===== src/design/bgi_pkg.sv =====
// Shared types and constants of the battery gauge interpolator.
// No dependencies; imported by every module of the block except bgi_divider.
package bgi_pkg;

  // Port field widths
  localparam int SAMPLE_W   = 12;
  localparam int MV_W       = 14;
  localparam int PCT_W      = 7;
  localparam int RATIO_W    = 3;
  localparam int HYST_W     = 7;
  localparam int CFG_ADDR_W = 1;
  localparam int CFG_DATA_W = 7;

  // Parameter defaults
  localparam int SAMPLES_DEF     = 8;
  localparam int SAMPLE_BITS_DEF = 12;

  // Register indexes
  localparam logic [CFG_ADDR_W-1:0] REG_DIVIDER_RATIO = 1'b0;
  localparam logic [CFG_ADDR_W-1:0] REG_PERCENT_HYST  = 1'b1;

  // Register reset values
  localparam logic [RATIO_W-1:0] RATIO_RESET = 3'd2;
  localparam logic [HYST_W-1:0]  HYST_RESET  = 7'd1;

  // Cell curve: millivolts and percent at each knee
  localparam int CURVE_POINTS = 8;
  localparam int SEG_W        = $clog2(CURVE_POINTS);
  localparam int CURVE_MV_W   = 13;
  localparam int SPAN_BASE_W  = 8;   // widest gap between knees is 200 mV
  localparam int DP_W         = 5;   // widest percent step is 20
  localparam logic [CURVE_MV_W-1:0] CURVE_MV [CURVE_POINTS] = '{
    13'd3200, 13'd3300, 13'd3500, 13'd3700, 13'd3850, 13'd4000, 13'd4100, 13'd4200
  };
  localparam logic [PCT_W-1:0] CURVE_PCT [CURVE_POINTS] = '{
    7'd0, 7'd5, 7'd20, 7'd40, 7'd60, 7'd80, 7'd90, 7'd100
  };

  localparam logic [PCT_W-1:0] PCT_EMPTY = 7'd0;
  localparam logic [PCT_W-1:0] PCT_FULL  = 7'd100;
  localparam logic [MV_W-1:0]  MV_MAX    = 14'd16383;

  // Controller to datapath
  typedef struct packed {
    logic acc;        // accumulate the input beat
    logic scale;      // sum times divider ratio
    logic seg;        // locate the curve segment
    logic diff;       // offset into segment, span, step
    logic mult;       // interpolation numerator
    logic div_start;  // launch the interpolation divide
    logic mv_load;    // capture averaged voltage
    logic fin_load;   // load result register, update hysteresis
  } bgi_cmd_t;

  // Datapath to controller
  typedef struct packed {
    logic last_sample;
    logic div_idle;
    logic out_free;
  } bgi_status_t;

endpackage


===== src/design/bgi_divider.sv =====
// Restoring divider producing a DIV_W-bit quotient, one quotient bit per cycle.
// Depends on nothing outside itself; used by bgi_datapath.
module bgi_divider #(
  parameter int DIV_W = 18
) (
  input  logic             clk_i,
  input  logic             rst_ni,
  input  logic             start_i,
  input  logic [DIV_W-1:0] num_i,
  input  logic [DIV_W-1:0] den_i,
  output logic             idle_o,
  output logic [DIV_W-1:0] quo_o
);

  localparam int CNT_W = $clog2(DIV_W);

  logic             busy_q, busy_d;
  logic [CNT_W-1:0] cnt_q, cnt_d;
  logic [DIV_W-1:0] rem_q, rem_d;
  logic [DIV_W-1:0] nq_q, nq_d;   // dividend shifts out, quotient shifts in
  logic [DIV_W-1:0] den_q, den_d;
  logic [DIV_W:0]   trial;

  // One trial subtraction per cycle
  always_comb begin
    busy_d = busy_q;
    cnt_d  = cnt_q;
    rem_d  = rem_q;
    nq_d   = nq_q;
    den_d  = den_q;
    trial  = {rem_q, nq_q[DIV_W-1]} - {1'b0, den_q};
    if (start_i) begin
      busy_d = 1'b1;
      cnt_d  = '0;
      rem_d  = '0;
      nq_d   = num_i;
      den_d  = den_i;
    end else if (busy_q) begin
      if (trial[DIV_W]) begin
        rem_d = {rem_q[DIV_W-2:0], nq_q[DIV_W-1]};
        nq_d  = {nq_q[DIV_W-2:0], 1'b0};
      end else begin
        rem_d = trial[DIV_W-1:0];
        nq_d  = {nq_q[DIV_W-2:0], 1'b1};
      end
      cnt_d = cnt_q + CNT_W'(1);
      if (cnt_q == CNT_W'(DIV_W - 1)) begin
        busy_d = 1'b0;
      end
    end
  end

  always_ff @(posedge clk_i or negedge rst_ni) begin
    if (!rst_ni) begin
      busy_q <= 1'b0;
      cnt_q  <= '0;
    end else begin
      busy_q <= busy_d;
      cnt_q  <= cnt_d;
    end
  end

  always_ff @(posedge clk_i) begin
    rem_q <= rem_d;
    nq_q  <= nq_d;
    den_q <= den_d;
  end

  assign idle_o = !busy_q;
  assign quo_o  = nq_q;

endmodule


===== src/design/bgi_datapath.sv =====
// Datapath: sample accumulator, config registers, segment lookup,
// interpolation numerator, serial divider, hysteresis and result register.
// Depends on bgi_pkg and bgi_divider.
module bgi_datapath
  import bgi_pkg::*;
#(
  parameter int SAMPLES     = SAMPLES_DEF,
  parameter int SAMPLE_BITS = SAMPLE_BITS_DEF
) (
  input  logic                  clk_i,
  input  logic                  rst_ni,
  input  bgi_cmd_t              cmd_i,
  output bgi_status_t           status_o,
  input  logic [SAMPLE_W-1:0]   sample_mv_i,
  input  logic                  cfg_we_i,
  input  logic [CFG_ADDR_W-1:0] cfg_addr_i,
  input  logic [CFG_DATA_W-1:0] cfg_data_i,
  output logic                  out_valid_o,
  input  logic                  out_stall_i,
  output logic [MV_W-1:0]       battery_mv_o,
  output logic [PCT_W-1:0]      measured_percent_o,
  output logic [PCT_W-1:0]      reported_percent_o,
  output logic                  report_changed_o
);

  localparam int SUM_W  = SAMPLE_BITS + $clog2(SAMPLES);
  localparam int IDX_W  = (SAMPLES > 1) ? $clog2(SAMPLES) : 1;
  localparam int SCL_W  = SUM_W + RATIO_W;
  localparam int CRV_W  = CURVE_MV_W + $clog2(SAMPLES);
  localparam int CMP_W  = (SCL_W > CRV_W) ? SCL_W : CRV_W;
  localparam int SPAN_W = SPAN_BASE_W + $clog2(SAMPLES);
  localparam int NUM_W  = SPAN_W + DP_W + 1;
  localparam int DIV_W  = NUM_W;

  // Averaging by reciprocal multiplication, exact over the scaled range
  localparam int MVF_W  = (SCL_W > MV_W) ? SCL_W : MV_W;
  localparam int RCP_SH = SCL_W + $clog2(SAMPLES);
  localparam int RCP_W  = SCL_W + 1;
  localparam int PROD_W = SCL_W + RCP_W;
  localparam logic [RCP_W-1:0] RCP =
    RCP_W'(((longint'(1) << RCP_SH) + longint'(SAMPLES) - 1) / longint'(SAMPLES));

  // Config registers
  logic [RATIO_W-1:0] ratio_q;
  logic [HYST_W-1:0]  hyst_q;

  always_ff @(posedge clk_i or negedge rst_ni) begin
    if (!rst_ni) begin
      ratio_q <= RATIO_RESET;
      hyst_q  <= HYST_RESET;
    end else if (cfg_we_i) begin
      case (cfg_addr_i)
        REG_DIVIDER_RATIO: ratio_q <= cfg_data_i[RATIO_W-1:0];
        REG_PERCENT_HYST:  hyst_q  <= cfg_data_i[HYST_W-1:0];
        default: ;
      endcase
    end
  end

  // Sample accumulation
  logic [SAMPLE_BITS-1:0] smp;
  logic [SUM_W-1:0]       sum_q, sum_d;
  logic [IDX_W-1:0]       idx_q, idx_d;
  logic                   last_sample;

  assign smp         = SAMPLE_BITS'(sample_mv_i);
  assign last_sample = (idx_q == IDX_W'(SAMPLES - 1));

  always_comb begin
    sum_d = sum_q;
    idx_d = idx_q;
    if (cmd_i.acc) begin
      sum_d = sum_q + SUM_W'(smp);
      idx_d = last_sample ? '0 : idx_q + IDX_W'(1);
    end else if (cmd_i.scale) begin
      sum_d = '0;
    end
  end

  always_ff @(posedge clk_i or negedge rst_ni) begin
    if (!rst_ni) begin
      sum_q <= '0;
      idx_q <= '0;
    end else begin
      sum_q <= sum_d;
      idx_q <= idx_d;
    end
  end

  // Curve knees scaled by the group size
  logic [CMP_W-1:0] pt [CURVE_POINTS];
  always_comb begin
    for (int k = 0; k < CURVE_POINTS; k++) begin
      pt[k] = CMP_W'(CURVE_MV[k]) * CMP_W'(SAMPLES);
    end
  end

  // Scale, segment search, segment offset, numerator
  logic [SCL_W-1:0]  scaled_q;
  logic [CMP_W-1:0]  scaled_cmp;
  logic [SEG_W-1:0]  seg_d, seg_q, seg_lo;
  logic              below_q, above_q;
  logic [SPAN_W-1:0] diff_q, span_q;
  logic [DP_W-1:0]   dp_q;
  logic [PCT_W-1:0]  base_q;
  logic [NUM_W-1:0]  num_q;

  assign scaled_cmp = CMP_W'(scaled_q);
  assign seg_lo     = seg_q - SEG_W'(1);

  // First knee at or above the voltage
  always_comb begin
    seg_d = SEG_W'(CURVE_POINTS - 1);
    for (int k = CURVE_POINTS - 1; k >= 1; k--) begin
      if (scaled_cmp <= pt[k]) begin
        seg_d = SEG_W'(k);
      end
    end
  end

  always_ff @(posedge clk_i) begin
    if (cmd_i.scale) begin
      scaled_q <= SCL_W'(sum_q) * SCL_W'(ratio_q);
    end
    if (cmd_i.seg) begin
      seg_q   <= seg_d;
      below_q <= (scaled_cmp <= pt[0]);
      above_q <= (scaled_cmp > pt[CURVE_POINTS-1]);
    end
    if (cmd_i.diff) begin
      diff_q <= SPAN_W'(scaled_cmp - pt[seg_lo]);
      span_q <= SPAN_W'(pt[seg_q] - pt[seg_lo]);
      dp_q   <= DP_W'(CURVE_PCT[seg_q] - CURVE_PCT[seg_lo]);
      base_q <= CURVE_PCT[seg_lo];
    end
    if (cmd_i.mult) begin
      num_q <= {(NUM_W-1)'(diff_q) * (NUM_W-1)'(dp_q), 1'b0} + NUM_W'(span_q);
    end
  end

  // Interpolation divide: numerator over twice the span
  logic [DIV_W-1:0] div_num, div_den, quo;
  logic             div_idle;

  assign div_num = num_q;
  assign div_den = DIV_W'({span_q, 1'b0});

  bgi_divider #(
    .DIV_W (DIV_W)
  ) u_div (
    .clk_i   (clk_i),
    .rst_ni  (rst_ni),
    .start_i (cmd_i.div_start),
    .num_i   (div_num),
    .den_i   (div_den),
    .idle_o  (div_idle),
    .quo_o   (quo)
  );

  // Saturated voltage
  logic [PROD_W-1:0] mv_prod;
  logic [MVF_W-1:0]  mv_full;
  logic [MV_W-1:0]   mv_q;

  assign mv_prod = PROD_W'(scaled_q) * PROD_W'(RCP);
  assign mv_full = MVF_W'(mv_prod >> RCP_SH);

  always_ff @(posedge clk_i) begin
    if (cmd_i.mv_load) begin
      mv_q <= (mv_full > MVF_W'(MV_MAX)) ? MV_MAX : mv_full[MV_W-1:0];
    end
  end

  // Percent and hysteresis
  logic [PCT_W-1:0] meas, held_q, adiff;
  logic             held_valid_q, changed;

  always_comb begin
    if (below_q) begin
      meas = PCT_EMPTY;
    end else if (above_q) begin
      meas = PCT_FULL;
    end else begin
      meas = base_q + quo[PCT_W-1:0];
    end
    adiff   = (meas > held_q) ? meas - held_q : held_q - meas;
    changed = !held_valid_q || (adiff > hyst_q);
  end

  // Result register
  logic out_valid_q;
  logic out_free;
  assign out_free = !out_valid_q || !out_stall_i;

  always_ff @(posedge clk_i or negedge rst_ni) begin
    if (!rst_ni) begin
      out_valid_q  <= 1'b0;
      held_q       <= '0;
      held_valid_q <= 1'b0;
    end else begin
      if (cmd_i.fin_load) begin
        out_valid_q <= 1'b1;
        if (changed) begin
          held_q       <= meas;
          held_valid_q <= 1'b1;
        end
      end else if (!out_stall_i) begin
        out_valid_q <= 1'b0;
      end
    end
  end

  always_ff @(posedge clk_i) begin
    if (cmd_i.fin_load) begin
      battery_mv_o       <= mv_q;
      measured_percent_o <= meas;
      reported_percent_o <= changed ? meas : held_q;
      report_changed_o   <= changed;
    end
  end

  assign out_valid_o          = out_valid_q;
  assign status_o.last_sample = last_sample;
  assign status_o.div_idle    = div_idle;
  assign status_o.out_free    = out_free;

endmodule


===== src/design/bgi_ctrl.sv =====
// Controller: sequences accumulation, segment lookup, the interpolation
// divide and result hand-off. Depends on bgi_pkg.
module bgi_ctrl
  import bgi_pkg::*;
(
  input  logic        clk_i,
  input  logic        rst_ni,
  input  logic        in_valid_i,
  output logic        in_stall_o,
  input  bgi_status_t status_i,
  output bgi_cmd_t    cmd_o
);

  typedef enum logic [7:0] {
    ST_ACC     = 8'b0000_0001,
    ST_SCALE   = 8'b0000_0010,
    ST_SEG     = 8'b0000_0100,
    ST_DIFF    = 8'b0000_1000,
    ST_MULT    = 8'b0001_0000,
    ST_DIV_GO  = 8'b0010_0000,
    ST_DIV_PCT = 8'b0100_0000,
    ST_FIN     = 8'b1000_0000
  } bgi_state_e;

  bgi_state_e state_q, state_d;

  // Next state and commands
  always_comb begin
    state_d    = state_q;
    cmd_o      = '0;
    in_stall_o = 1'b1;
    case (state_q)
      ST_ACC: begin
        in_stall_o = 1'b0;
        if (in_valid_i) begin
          cmd_o.acc = 1'b1;
          if (status_i.last_sample) begin
            state_d = ST_SCALE;
          end
        end
      end
      ST_SCALE: begin
        cmd_o.scale = 1'b1;
        state_d     = ST_SEG;
      end
      ST_SEG: begin
        cmd_o.seg = 1'b1;
        state_d   = ST_DIFF;
      end
      ST_DIFF: begin
        cmd_o.diff = 1'b1;
        state_d    = ST_MULT;
      end
      ST_MULT: begin
        cmd_o.mult    = 1'b1;
        cmd_o.mv_load = 1'b1;
        state_d       = ST_DIV_GO;
      end
      ST_DIV_GO: begin
        cmd_o.div_start = 1'b1;
        state_d         = ST_DIV_PCT;
      end
      ST_DIV_PCT: begin
        if (status_i.div_idle) begin
          state_d = ST_FIN;
        end
      end
      ST_FIN: begin
        if (status_i.out_free) begin
          cmd_o.fin_load = 1'b1;
          state_d        = ST_ACC;
        end
      end
      default: begin
        state_d = ST_ACC;
      end
    endcase
  end

  always_ff @(posedge clk_i or negedge rst_ni) begin
    if (!rst_ni) begin
      state_q <= ST_ACC;
    end else begin
      state_q <= state_d;
    end
  end

endmodule


===== src/design/battery_gauge_interpolator.sv =====
// Inside a group, one sample beat is taken every cycle. After the last beat the
// result passes four setup states (scale, segment, offset, numerator), the divide
// launch, the one-bit-per-cycle divide (DIV_W = 17 by default) and the hand-off.
// Input stalls meanwhile, so a new group starts only after that hand-off. A waiting
// result does not block the next group's samples, only that group's hand-off.
// Async active-low reset clears sum, count, held percent, output valid; ratio 2, hyst 1.
module battery_gauge_interpolator
  import bgi_pkg::*;
#(
  parameter int SAMPLES     = SAMPLES_DEF,
  parameter int SAMPLE_BITS = SAMPLE_BITS_DEF
) (
  input  logic                  clk_i,
  input  logic                  rst_ni,
  input  logic                  in_valid_i,
  output logic                  in_stall_o,
  input  logic [SAMPLE_W-1:0]   sample_mv_i,
  output logic                  out_valid_o,
  input  logic                  out_stall_i,
  output logic [MV_W-1:0]       battery_mv_o,
  output logic [PCT_W-1:0]      measured_percent_o,
  output logic [PCT_W-1:0]      reported_percent_o,
  output logic                  report_changed_o,
  input  logic                  cfg_we_i,
  input  logic [CFG_ADDR_W-1:0] cfg_addr_i,
  input  logic [CFG_DATA_W-1:0] cfg_data_i
);

  bgi_cmd_t    cmd;
  bgi_status_t status;

  bgi_ctrl u_ctrl (
    .clk_i      (clk_i),
    .rst_ni     (rst_ni),
    .in_valid_i (in_valid_i),
    .in_stall_o (in_stall_o),
    .status_i   (status),
    .cmd_o      (cmd)
  );

  bgi_datapath #(
    .SAMPLES     (SAMPLES),
    .SAMPLE_BITS (SAMPLE_BITS)
  ) u_dp (
    .clk_i              (clk_i),
    .rst_ni             (rst_ni),
    .cmd_i              (cmd),
    .status_o           (status),
    .sample_mv_i        (sample_mv_i),
    .cfg_we_i           (cfg_we_i),
    .cfg_addr_i         (cfg_addr_i),
    .cfg_data_i         (cfg_data_i),
    .out_valid_o        (out_valid_o),
    .out_stall_i        (out_stall_i),
    .battery_mv_o       (battery_mv_o),
    .measured_percent_o (measured_percent_o),
    .reported_percent_o (reported_percent_o),
    .report_changed_o   (report_changed_o)
  );

endmodule


===== config.mk =====
export PLATFORM = sky130hd
export DESIGN_NAME = battery_gauge_interpolator
export DESIGN_NICKNAME = d
export VERILOG_FILES = /design/src/design/bgi_pkg.sv /design/src/design/bgi_divider.sv /design/src/design/bgi_datapath.sv /design/src/design/bgi_ctrl.sv /design/src/design/battery_gauge_interpolator.sv
export SDC_FILE = /design/constraint.sdc
export NUM_CORES = 1
export LEC_CHECK = 0
export BUFFER_PORTS_ARGS = -buffer_cell sky130_fd_sc_hd__buf_2
export CAP_MARGIN = 30
export CORE_UTILIZATION = 55
export DETAILED_ROUTE_END_ITERATION = 12
export PLACE_DENSITY_LB_ADDON = 0.2
export SETUP_SLACK_MARGIN = 0.05
export SLEW_MARGIN = 30
export SYNTH_ARGS = -nofsm -noshare
export SYNTH_HDL_FRONTEND = slang
export SYNTH_SLANG_ARGS = --single-unit

===== constraint.sdc =====
create_clock -name clk_i -period 5.2 [get_ports clk_i]
set_clock_uncertainty 0.15 [all_clocks]
set_input_delay 0 -clock clk_i [delete_from_list [all_inputs] [get_ports clk_i]]
set_output_delay 0 -clock clk_i [all_outputs]
set_load 0.05 [all_outputs]

==> reports/results.tsv, run 1 <==
stage	metric	value	unit
global_routing	antenna_found_initial	0	
routing	firstDrtPassIters	5	
die	ioPinCount	56	
routing	wl_per_cell	14.9	um
timing	rsz0062_at_grt	true	
outcome	violations	hold timing	
clocking	path_clk_slew	60	ps
routing	drtIter0Drc	579	
clocking	cts_buffers	23	
setup_path	required	5330	ps
setup_path	crit_chain	ha_2 > fa_2 > nand2_1 > inv_2 > ha_1 > nor2b_1 > o21ai_1 > a21boi_0 > o21a_1 > o21ai_1 > a21o_1 > mux2_2 > ha_1 > nor2b_1 > o21a_1 > o21a_1 > o21a_1 > o21ai_2 > a21oi_2 > nor2_4 > mux2_2	
timing	fin_crit	4930	ps
clocking	cts-root-buf	clkbuf_16	
routing	remaining_drc_errors	0	
place	place_congestion	0.909	
setup_path	slowest_stage	fa_2	
setup_path	critPathBufInv	1	
global_routing	grt_max_degree	52	
setup_path	critPathTopFamily	compound AO/OA/AOI/OAI gates	
place	dp.cells	1671	
die	coreArea	23800	sq um
setup_path	startpoint_type	flop	
setup_path	cp_max_fo	5	
layout	nNetsFinal	1612	
clocking	clockBufferDepth	3	
die	chipWidth	158	um
layout	area_growth	14.2	%
layout	layout.cells.non_filler	1754	
routing	ant_nets	0	
min_path	hold_class	input port to asynchronous set/reset pin	
layout	layout_commonest_cell	nand2_1	
timing	setup_tns	0	ps
timing	fin_crit_sh	94.7	%
setup_path	worstPathArrival	5060	ps
routing	via_count	9474	
pwr	fin_total_pwr	0.00548	W
setup_path	crit_type	flop to flop	
die	rows	56	
layout	ff_latch_area	5700	sq um
global_routing	grt_pass1_wl	43300	um
synthesis	syn_inst	1312	
pwr	power.leakage	6.83	nW
timing	whs	-21.2	ps
pwr	power.density	356	nW/um^2
clocking	clock_latency	530	ps
routing	via_per_inst	5.40	
pwr	peakVddDrop	0.305	mV
synthesis	synth_area_per_cell	10.3	sq um
setup_path	crit_path_end_kind	flop	
synthesis	seq_area_frac_synth	42.4	%
layout	insertedDiodeCount	0	
synthesis	synth_edf_count	136	
timing	slew_headroom	45.5	%
synthesis	synth_cell_types	65	
outcome	status	finished, violations left	
synthesis	synth_area	13500	sq um
global_routing	track_usage	21.6	%
die	chipHeight	158	um
clocking	htreeDepth	1	
layout	multi_input_area	7200	sq um
timing	max_freq	0.203	GHz
clocking	cts_sinks	204	
timing	slew_violations	0	
synthesis	synth_ff_type	edfxtp_1	
die	die_area	25100	sq um
global_routing	grt-ovfl-total	0	
place	portBuffers	55	
global_routing	grt_pass1_vias	9172	
setup_path	max_stage_delay	520	ps
synthesis	synth_seq_cells	204	
job	cap_violations	0	
layout	mostFrequentLayoutCells	154 x nand2_1, 138 x inv_1, 136 x edfxtp_1	
timing	setup_viol	0	
synthesis	yosysWarningCount	0	
layout	fillers	1846	
die	initial_core_util	56.6	%
timing	tightest_slew	816	ps
synthesis	asyncSetResetFlopFracSynth	25.0	%
layout	drive_above_1_share	12.3	%
synthesis	syn_nets	1506	
routing	wirelength	26100	um
clocking	cts_tree	built	
timing	hold_violations	20	
setup_path	cpMostUsedCell	o21a_1	
place	dp_hpwl	19300	um
-- synth_stat cells (all sizes together), types with 9 or more instances --
master,instances,area [sq um]
a21o,31,233
a21oi,62,310
a31oi,12,75.1
and2,51,319
clkbuf,29,109
dfrtp,48,1200
dfxtp,17,340
edfxtp,136,4080
fa,50,1000
ha,119,1490
inv,139,522
mux2,15,169
mux2i,27,270
nand2,154,578
nand2b,9,56.3
nand3,21,105
nor2,66,250
nor2b,20,125
nor3,20,100
o21a,19,143
o21ai,65,329
o21bai,10,75.1
or2,20,128
or3,12,75.1
or4,9,71.3
xnor2,50,438
xor2,28,245
-- repair_timing --
action	4_1_cts	5_1_grt
hold buffers	35	0
buffers inserted	0	5
endpoints found under the hold margin	108	0
endpoints found under the setup margin	2	20
pin swaps	1	7
resized for setup	1	19
gates cloned	0	0
-- flip-flops by register name (all words and copies together), names as in the netlist, 5 cells and up --
register	cells
u_ctrl.state_q	8
u_dp.base_q	7
u_dp.battery_mv_o	14
u_dp.diff_q	11
u_dp.div_num	16
u_dp.dp_q	5
u_dp.held_q	7
u_dp.hyst_q	7
u_dp.measured_percent_o	7
u_dp.mv_q	14
u_dp.reported_percent_o	7
u_dp.scaled_cmp	18
u_dp.span_q	7
u_dp.sum_q	15
u_dp.u_div.cnt_q	5
u_dp.u_div.den_q	7
u_dp.u_div.quo_o	17
u_dp.u_div.rem_q	17
-- path summary, 6_finish.rpt --
path,to,slack (ps),cells past startpoint,startpoint
max,u_dp.reported_percent_o[5],270,21,u_dp.u_div.quo_o[0]
min,u_dp.held_q[1],-20,3,rst_ni
max reg2reg,u_dp.reported_percent_o[5],270,21,u_dp.u_div.quo_o[0]
min reg2reg,u_dp.battery_mv_o[8],240,0,u_dp.mv_q[8]
max in group asynchronous,u_dp.sum_q[1],4430,3,rst_ni
min in group clk_i,u_dp.ratio_q[0],120,3,cfg_data_i[0]
-- through the flow --
stage,cell area [sq um],setup WS [ps],utilization (%),hold WS [ps]
2_1_floorplan,13500,90.4,-,-446
3_3_place_gp,14200,92.4,59.6,19.4
3_5_place_dp,14200,42.0,59.6,36.2
4_1_cts,15200,69.4,64.1,8.37
5_1_grt,15400,16.4,64.7,103
6_report,15400,274,64.7,-21.2
-- final cells by class --
cell class	count	share of cell area, %
multi-input cells	936	46.9
inverters	140	3.42
well taps	319	2.60
clock buffers	33	4.25
repair buffers	113	5.35
flip-flops and latches	204	37.1
clock inverters	9	0.407
-- tightest hold or removal path, delay by kind of cell --
family                 cells  cell delay, ps
buffers and inverters      3            1140
-- cell families (layout without fill, tap and decap cells) --
| logic type | Yosys count | after routing | synth area share, % |
|---|---|---|---|
| mux | 42 | 42 | 3.26 |
| flops | 204 | 204 | 42.4 |
| fa+ha+maj | 169 | 169 | 18.5 |
| xor+xnor | 78 | 78 | 5.08 |
| buf+inv | 172 | 295 | 4.82 |
| compound gates | 232 | 232 | 10.7 |
| simple gates | 415 | 415 | 15.3 |
-- report_power, final --
part           total [W]  internal [W]  switching [W]
Combinational    0.00181      0.000838       0.000975
Clock            0.00152      0.000879       0.000640
Sequential       0.00215       0.00196       0.000186
-- per-layer routing --
layer	part of all wire, %	vias up	global-route usage [%]
met4	1.7	0	4.99
met1	46	4541	28.4
li1	-	4740	-
met2	49	161	38.1
met5	0	-	0
met3	3.5	32	2.45
Note: power is estimated with default switching activity, not from simulation.
==> run 2: changes to the inputs <==
- CELL_PAD_IN_SITES_DETAIL_PLACEMENT: default -> 1
- CELL_PAD_IN_SITES_GLOBAL_PLACEMENT: default -> 1
- CORE_UTILIZATION: 55 -> 35
==> reports/results.tsv, run 2 (synthesized netlist as in run 1, its figures left out) <==
stage	metric	value	unit	change
layout	nNetsFinal	1628		+0.99%
setup_path	startpoint_type	flop		
clocking	cts_buffers	26		+13%
setup_path	required	5330	ps	about the same
die	ioPinCount	56		unchanged
setup_path	worstPathArrival	5080	ps	+20 ps
setup_path	cpMostUsedCell	o21a_1		
routing	via_count	9563		+0.94%
die	rows	71		+27%
setup_path	cp_max_fo	5		unchanged
die	chipWidth	198	um	+25%
timing	slew_violations	0		unchanged
pwr	peakVddDrop	0.262	mV	-14%
setup_path	critPathTopFamily	compound AO/OA/AOI/OAI gates		
place	dp_hpwl	23200	um	+20%
timing	hold_violations	6		-70%
routing	ant_nets	0		unchanged
timing	max_freq	0.202	GHz	-0.43%
setup_path	max_stage_delay	390	ps	-130 ps
place	dp.cells	1867		+12%
timing	fin_crit	4950	ps	+21.1 ps
layout	area_growth	18.2	%	
timing	setup_viol	0		unchanged
setup_path	critPathBufInv	0		-1
timing	whs	-17.2	ps	+4.05 ps
routing	remaining_drc_errors	0		unchanged
clocking	clockBufferDepth	3		unchanged
min_path	hold_class	input port to asynchronous set/reset pin		
timing	slew_headroom	43.0	%	-2.5 points
outcome	violations	hold timing		
setup_path	crit_path_end_kind	flop		
clocking	htreeDepth	1		unchanged
clocking	cts-root-buf	clkbuf_16		
place	portBuffers	55		unchanged
setup_path	crit_chain	ha_2 > fa_2 > a21o_1 > a21oi_2 > o21bai_1 > a21oi_1 > xnor2_1 > nor2_1 > nor2_1 > ha_1 > nand4_1 > o22ai_1 > a21o_1 > mux2_2 > ha_1 > nor2b_1 > o21a_1 > o21a_1 > o21a_1 > o21ai_2 > a21oi_2 > nor2_4 > mux2_2		
clocking	path_clk_slew	60	ps	about the same
layout	layout_commonest_cell	nand2_1		
clocking	clock_latency	530	ps	about the same
layout	postLayoutCellArea	15900	sq um	+3.4%
pwr	power.density	372	nW/um^2	+4.4%
layout	largest_reg_flops	18		unchanged
clocking	cts_sinks	204		unchanged
timing	tightest_slew	856	ps	+39.4 ps
place	placed_area	14400	sq um	+2.0%
layout	layout.cells.non_filler	1965		+12%
layout	insertedDiodeCount	0		unchanged
die	initial_core_util	35.6	%	-21 points
outcome	status	finished, violations left		
job	cap_violations	0		unchanged
global_routing	grt-ovfl-total	0		unchanged
routing	firstDrtPassIters	4		-1
layout	mostFrequentLayoutCells	154 x nand2_1, 138 x inv_1, 136 x edfxtp_1		
global_routing	grt_pass1_wl	52200	um	+21%
timing	fin_crit_sh	95.1	%	+0.41 points
routing	via_per_inst	4.87		-9.9%
global_routing	grt_max_degree	52		unchanged
pwr	power.leakage	6.99	nW	+2.3%
layout	drive_above_1_share	13.7	%	+1.4 points
die	chipHeight	198	um	+25%
global_routing	grt_pass1_vias	10300		+12%
die	coreArea	37800	sq um	+59%
timing	rsz0062_at_grt	true		
layout	regMostFlops	u_dp.scaled_cmp		
global_routing	track_usage	16.5	%	-5.1 points
clocking	cts_tree	built		
global_routing	antenna_found_initial	0		unchanged
setup_path	crit_type	flop to flop		
setup_path	slowest_stage	edfxtp_1		
routing	wl_per_cell	15.7	um	+5.3%
place	place_congestion	0.809		-11%
die	die_area	39200	sq um	+56%
routing	drtIter0Drc	292		-50%
layout	fin_util	42.1	%	-23 points
routing	wirelength	30800	um	+18%
-- run 2: path summary, 6_finish.rpt --
kind / depth (start not counted) / endpoint / from / slack [ps]
max: 23 / u_dp.reported_percent_o[5] / u_dp.u_div.quo_o[0] / 250
min: 3 / u_dp.sum_q[2] / rst_ni / -20
max reg2reg: 23 / u_dp.reported_percent_o[5] / u_dp.u_div.quo_o[0] / 250
min reg2reg: 0 / u_dp.battery_mv_o[11] / u_dp.mv_q[11] / 280
max in group asynchronous: 3 / u_dp.held_q[3] / rst_ni / 4360
min in group clk_i: 3 / u_dp.ratio_q[2] / cfg_data_i[2] / 140
-- run 2: worst min-delay path: stages --
cell	delay [ps]
dlygate4sd3_1	520
buf_2	90
buf_4	530
-- run 2: layout make-up --
cell class | count | area (sq um)
multi-input combinational | 936 | 7220
inverter | 140 | 526
tap | 511 | 639
clock inverter | 19 | 228
sequential | 204 | 5700
fill | 4184 | 21900
timing repair buffer | 126 | 900
clock buffer | 29 | 683
-- run 2: where the power goes --
group	internal (W)	switching (W)	leakage, nW	total (W)
Sequential	0.00196	0.000193	1.99	0.00215
Clock	0.00119	0.000709	0.444	0.00190
Combinational	0.000850	0.00101	4.56	0.00186
-- run 2: layer usage --
metal	vias up	track usage (%)	routed length (um)
met2	98	28.8	14700
met3	35	2.16	784
met5	-	0	0
met4	0	3.82	554
met1	4683	21.6	14800
li1	4747	-	-
-- run 2: per-stage QoR --
step / setup slack (ps) / power [W] / setup TNS, ps
global placement: 106 / 0.00393 / 0
finish: 253 / 0.00591 / 0
floorplan: 90.4 / 0.00353 / 0
detailed placement: -14.6 / 0.00398 / -39.8
global route: -8.75 / 0.00634 / -17.2
CTS: 51.4 / 0.00599 / 0
-- run 2: timing repair --
action / 4_1_cts / 5_1_grt
gates resized for setup: 3 / 18
setup buffers: 2 / 13
endpoints found under the setup margin: 10 / 20
pin swaps: 2 / 10
endpoints found under the hold margin: 97 / 0
hold buffers: 35 / 0
==> run 3: changes to the inputs <==
- ABC_AREA: default -> 1
==> reports/results.tsv, run 3 <==
stage	metric	value	unit	change
outcome	status	finished, violations left		
outcome	violations	hold timing		
job	cap_violations	0		unchanged
layout	regMostFlops	u_dp.scaled_cmp		
routing	drtIter0Drc	481		+65%
routing	firstDrtPassIters	5		+1
synthesis	yosysWarningCount	0		unchanged
timing	fin_crit_sh	93.6	%	-1.6 points
die	chipHeight	205	um	+3.6%
setup_path	worstPathArrival	5010	ps	-70 ps
synthesis	synth.top_cell.area_share	28.3	%	-2.1 points
synthesis	synth_cell_types	48		-26%
die	rows	74		+4.2%
global_routing	antenna_found_initial	0		unchanged
setup_path	max_stage_delay	540	ps	+150 ps
synthesis	seq_area_frac_synth	39.5	%	-2.9 points
timing	rsz0062_at_grt	false		
place	place_congestion	0.842		+4.0%
synthesis	yosysMostFrequentCell	nand2_1		
global_routing	grt_pass1_vias	12500		+22%
synthesis	syn_nets	1947		+29%
layout	area_growth	15.2	%	
timing	setup_tns	0	ps	unchanged
clocking	cts_tree	built		
synthesis	synth_ff_type	edfxtp_1		
synthesis	synth_top_cell_by_area	edfxtp_1		
global_routing	grt_pass1_wl	61800	um	+18%
setup_path	crit_type	flop to flop		
pwr	power.density	411	nW/um^2	+10%
clocking	cts_buffers	24		-7.7%
layout	drive_above_1_share	8.57	%	-5.1 points
die	die_area	42100	sq um	+7.2%
layout	nNetsFinal	2056		+26%
timing	hold_violations	4		-2
place	dp_hpwl	28100	um	+21%
routing	remaining_drc_errors	0		unchanged
routing	via_count	11600		+21%
timing	setup_viol	0		unchanged
synthesis	synth_area	14400	sq um	+7.3%
global_routing	track_usage	18.1	%	+1.6 points
clocking	cts-root-buf	clkbuf_16		
place	dp.cells	2313		+24%
setup_path	cp_max_fo	5		unchanged
synthesis	synth_area_leaders	edfxtp_1 28%, nand2_1 13%, ha_1 10%		
pwr	power.leakage	8.40	nW	+20%
routing	wirelength	36400	um	+18%
clocking	htreeDepth	1		unchanged
layout	layout_commonest_cell	nand2_1		
timing	slew_violations	0		unchanged
layout	fillers	4912		+17%
setup_path	crit_path_end_kind	flop		
routing	ant_nets	0		unchanged
pwr	peakVddDrop	0.226	mV	-14%
layout	insertedDiodeCount	0		unchanged
synthesis	synth_seq_cells	204		unchanged
timing	fin_crit	4870	ps	-80.8 ps
synthesis	asyncSetResetFlopFracSynth	25.0	%	unchanged
routing	via_per_inst	4.81		-1.1%
die	coreArea	40700	sq um	+7.9%
clocking	cts_sinks	204		unchanged
die	initial_core_util	35.4	%	-0.20 points
timing	max_freq	0.205	GHz	+1.7%
routing	wl_per_cell	15.1	um	-3.8%
die	ioPinCount	56		unchanged
layout	mostFrequentLayoutCells	489 x nand2_1, 332 x inv_1, 136 x edfxtp_1		
setup_path	slowest_stage	fa_1		
clocking	clockBufferDepth	3		unchanged
synthesis	synth_edf_count	136		unchanged
clocking	path_clk_slew	60	ps	about the same
synthesis	synthTopCellsByCount	490 x nand2_1, 333 x inv_1, 136 x edfxtp_1		
timing	whs	-18.5	ps	-1.37 ps
setup_path	required	5340	ps	about the same
synthesis	synth_area_per_cell	8.23	sq um	-20%
setup_path	cpMostUsedCell	nand2_1		
global_routing	grt-ovfl-total	0		unchanged
timing	slew_headroom	41.9	%	-1.1 points
clocking	clock_latency	530	ps	about the same
global_routing	grt_max_degree	52		unchanged
min_path	hold_class	input port to asynchronous set/reset pin		
die	chipWidth	205	um	+3.6%
layout	layout.cells.non_filler	2411		+23%
place	portBuffers	55		unchanged
layout	largest_reg_flops	18		unchanged
setup_path	startpoint_type	flop		
synthesis	syn_inst	1753		+34%
timing	tightest_slew	868	ps	+12.6 ps
[run 3: what timing repair did]
item	4_1_cts	5_1_grt
gates resized for setup	0	9
hold buffers	43	0
buffers inserted	2	10
pin swaps	0	5
hold endpoints to repair	99	0
setup endpoints to repair	1	19
[run 3: worst paths after layout]
kind,startpoint,end,slack [ps],cells after the start
max,u_dp.dp_q[4],u_dp.div_num[15],330,25
min,rst_ni,u_dp.sum_q[5],-20,3
max reg2reg,u_dp.dp_q[4],u_dp.div_num[15],330,25
min reg2reg,u_dp.mv_q[10],u_dp.battery_mv_o[10],270,0
max in group asynchronous,rst_ni,u_ctrl.state_q[2],4400,3
min in group clk_i,cfg_data_i[1],u_dp.hyst_q[1],170,4
[run 3: area by class of cell]
type	instances	area, sq um	area share [%]
well taps	532	666	4.00
multi-input cells	1177	7330	44.1
repair buffers	117	876	5.26
inverters	338	1270	7.63
clock buffers	31	678	4.08
flip-flops and latches	204	5700	34.3
clock inverters	12	113	0.677
[run 3: power breakdown]
| part | total (W) | internal [W] | switching (W) |
|---|---|---|---|
| Combinational | 0.00281 | 0.00104 | 0.00176 |
| Clock | 0.00169 | 0.00101 | 0.000677 |
| Sequential | 0.00233 | 0.00207 | 0.000261 |
[run 3: kinds of logic after synthesis]
| group | after synthesis | synth area share (%) |
|---|---|---|
| and+or+nand+nor | 745 | 21.7 |
| AOI/OAI and AO/OA | 203 | 7.82 |
| buffers and inverters | 372 | 10.1 |
| DFF | 204 | 39.5 |
| xor gates and xnor gates | 60 | 3.64 |
| adders and majority gates | 169 | 17.2 |
[run 3: critical path, delay by kind of cell (launching register included)]
family          cells  cell delay (ps)
fa+ha+maj           5             2260
buf+inv             6              530
simple gates       12              970
flops               1              400
xor+xnor            1              180
compound gates      1              150
[run 3: routing by layer]
layer | global-route usage [%] | vias up | share of wire [%]
li1 | - | 5807 | -
met1 | 23.8 | 5654 | 48
met2 | 31.8 | 91 | 48
met3 | 2.00 | 49 | 2.0
met4 | 3.84 | 0 | 1.9
met5 | 0 | - | 0
[run 3: through the flow]
| step | utilization (%) | total power (W) | setup WS [ps] | cell area [sq um] |
|---|---|---|---|---|
| final | 40.8 | 0.00683 | 333 | 16600 |
| after detailed placement | 37.5 | 0.00504 | 46.1 | 15300 |
| after floorplan | - | 0.00434 | 544 | 14400 |
| after global routing | 40.8 | 0.00740 | 45.8 | 16600 |
| after CTS | 40.5 | 0.00685 | 70.7 | 16500 |
| after global placement | 37.4 | 0.00494 | 170 | 15200 |
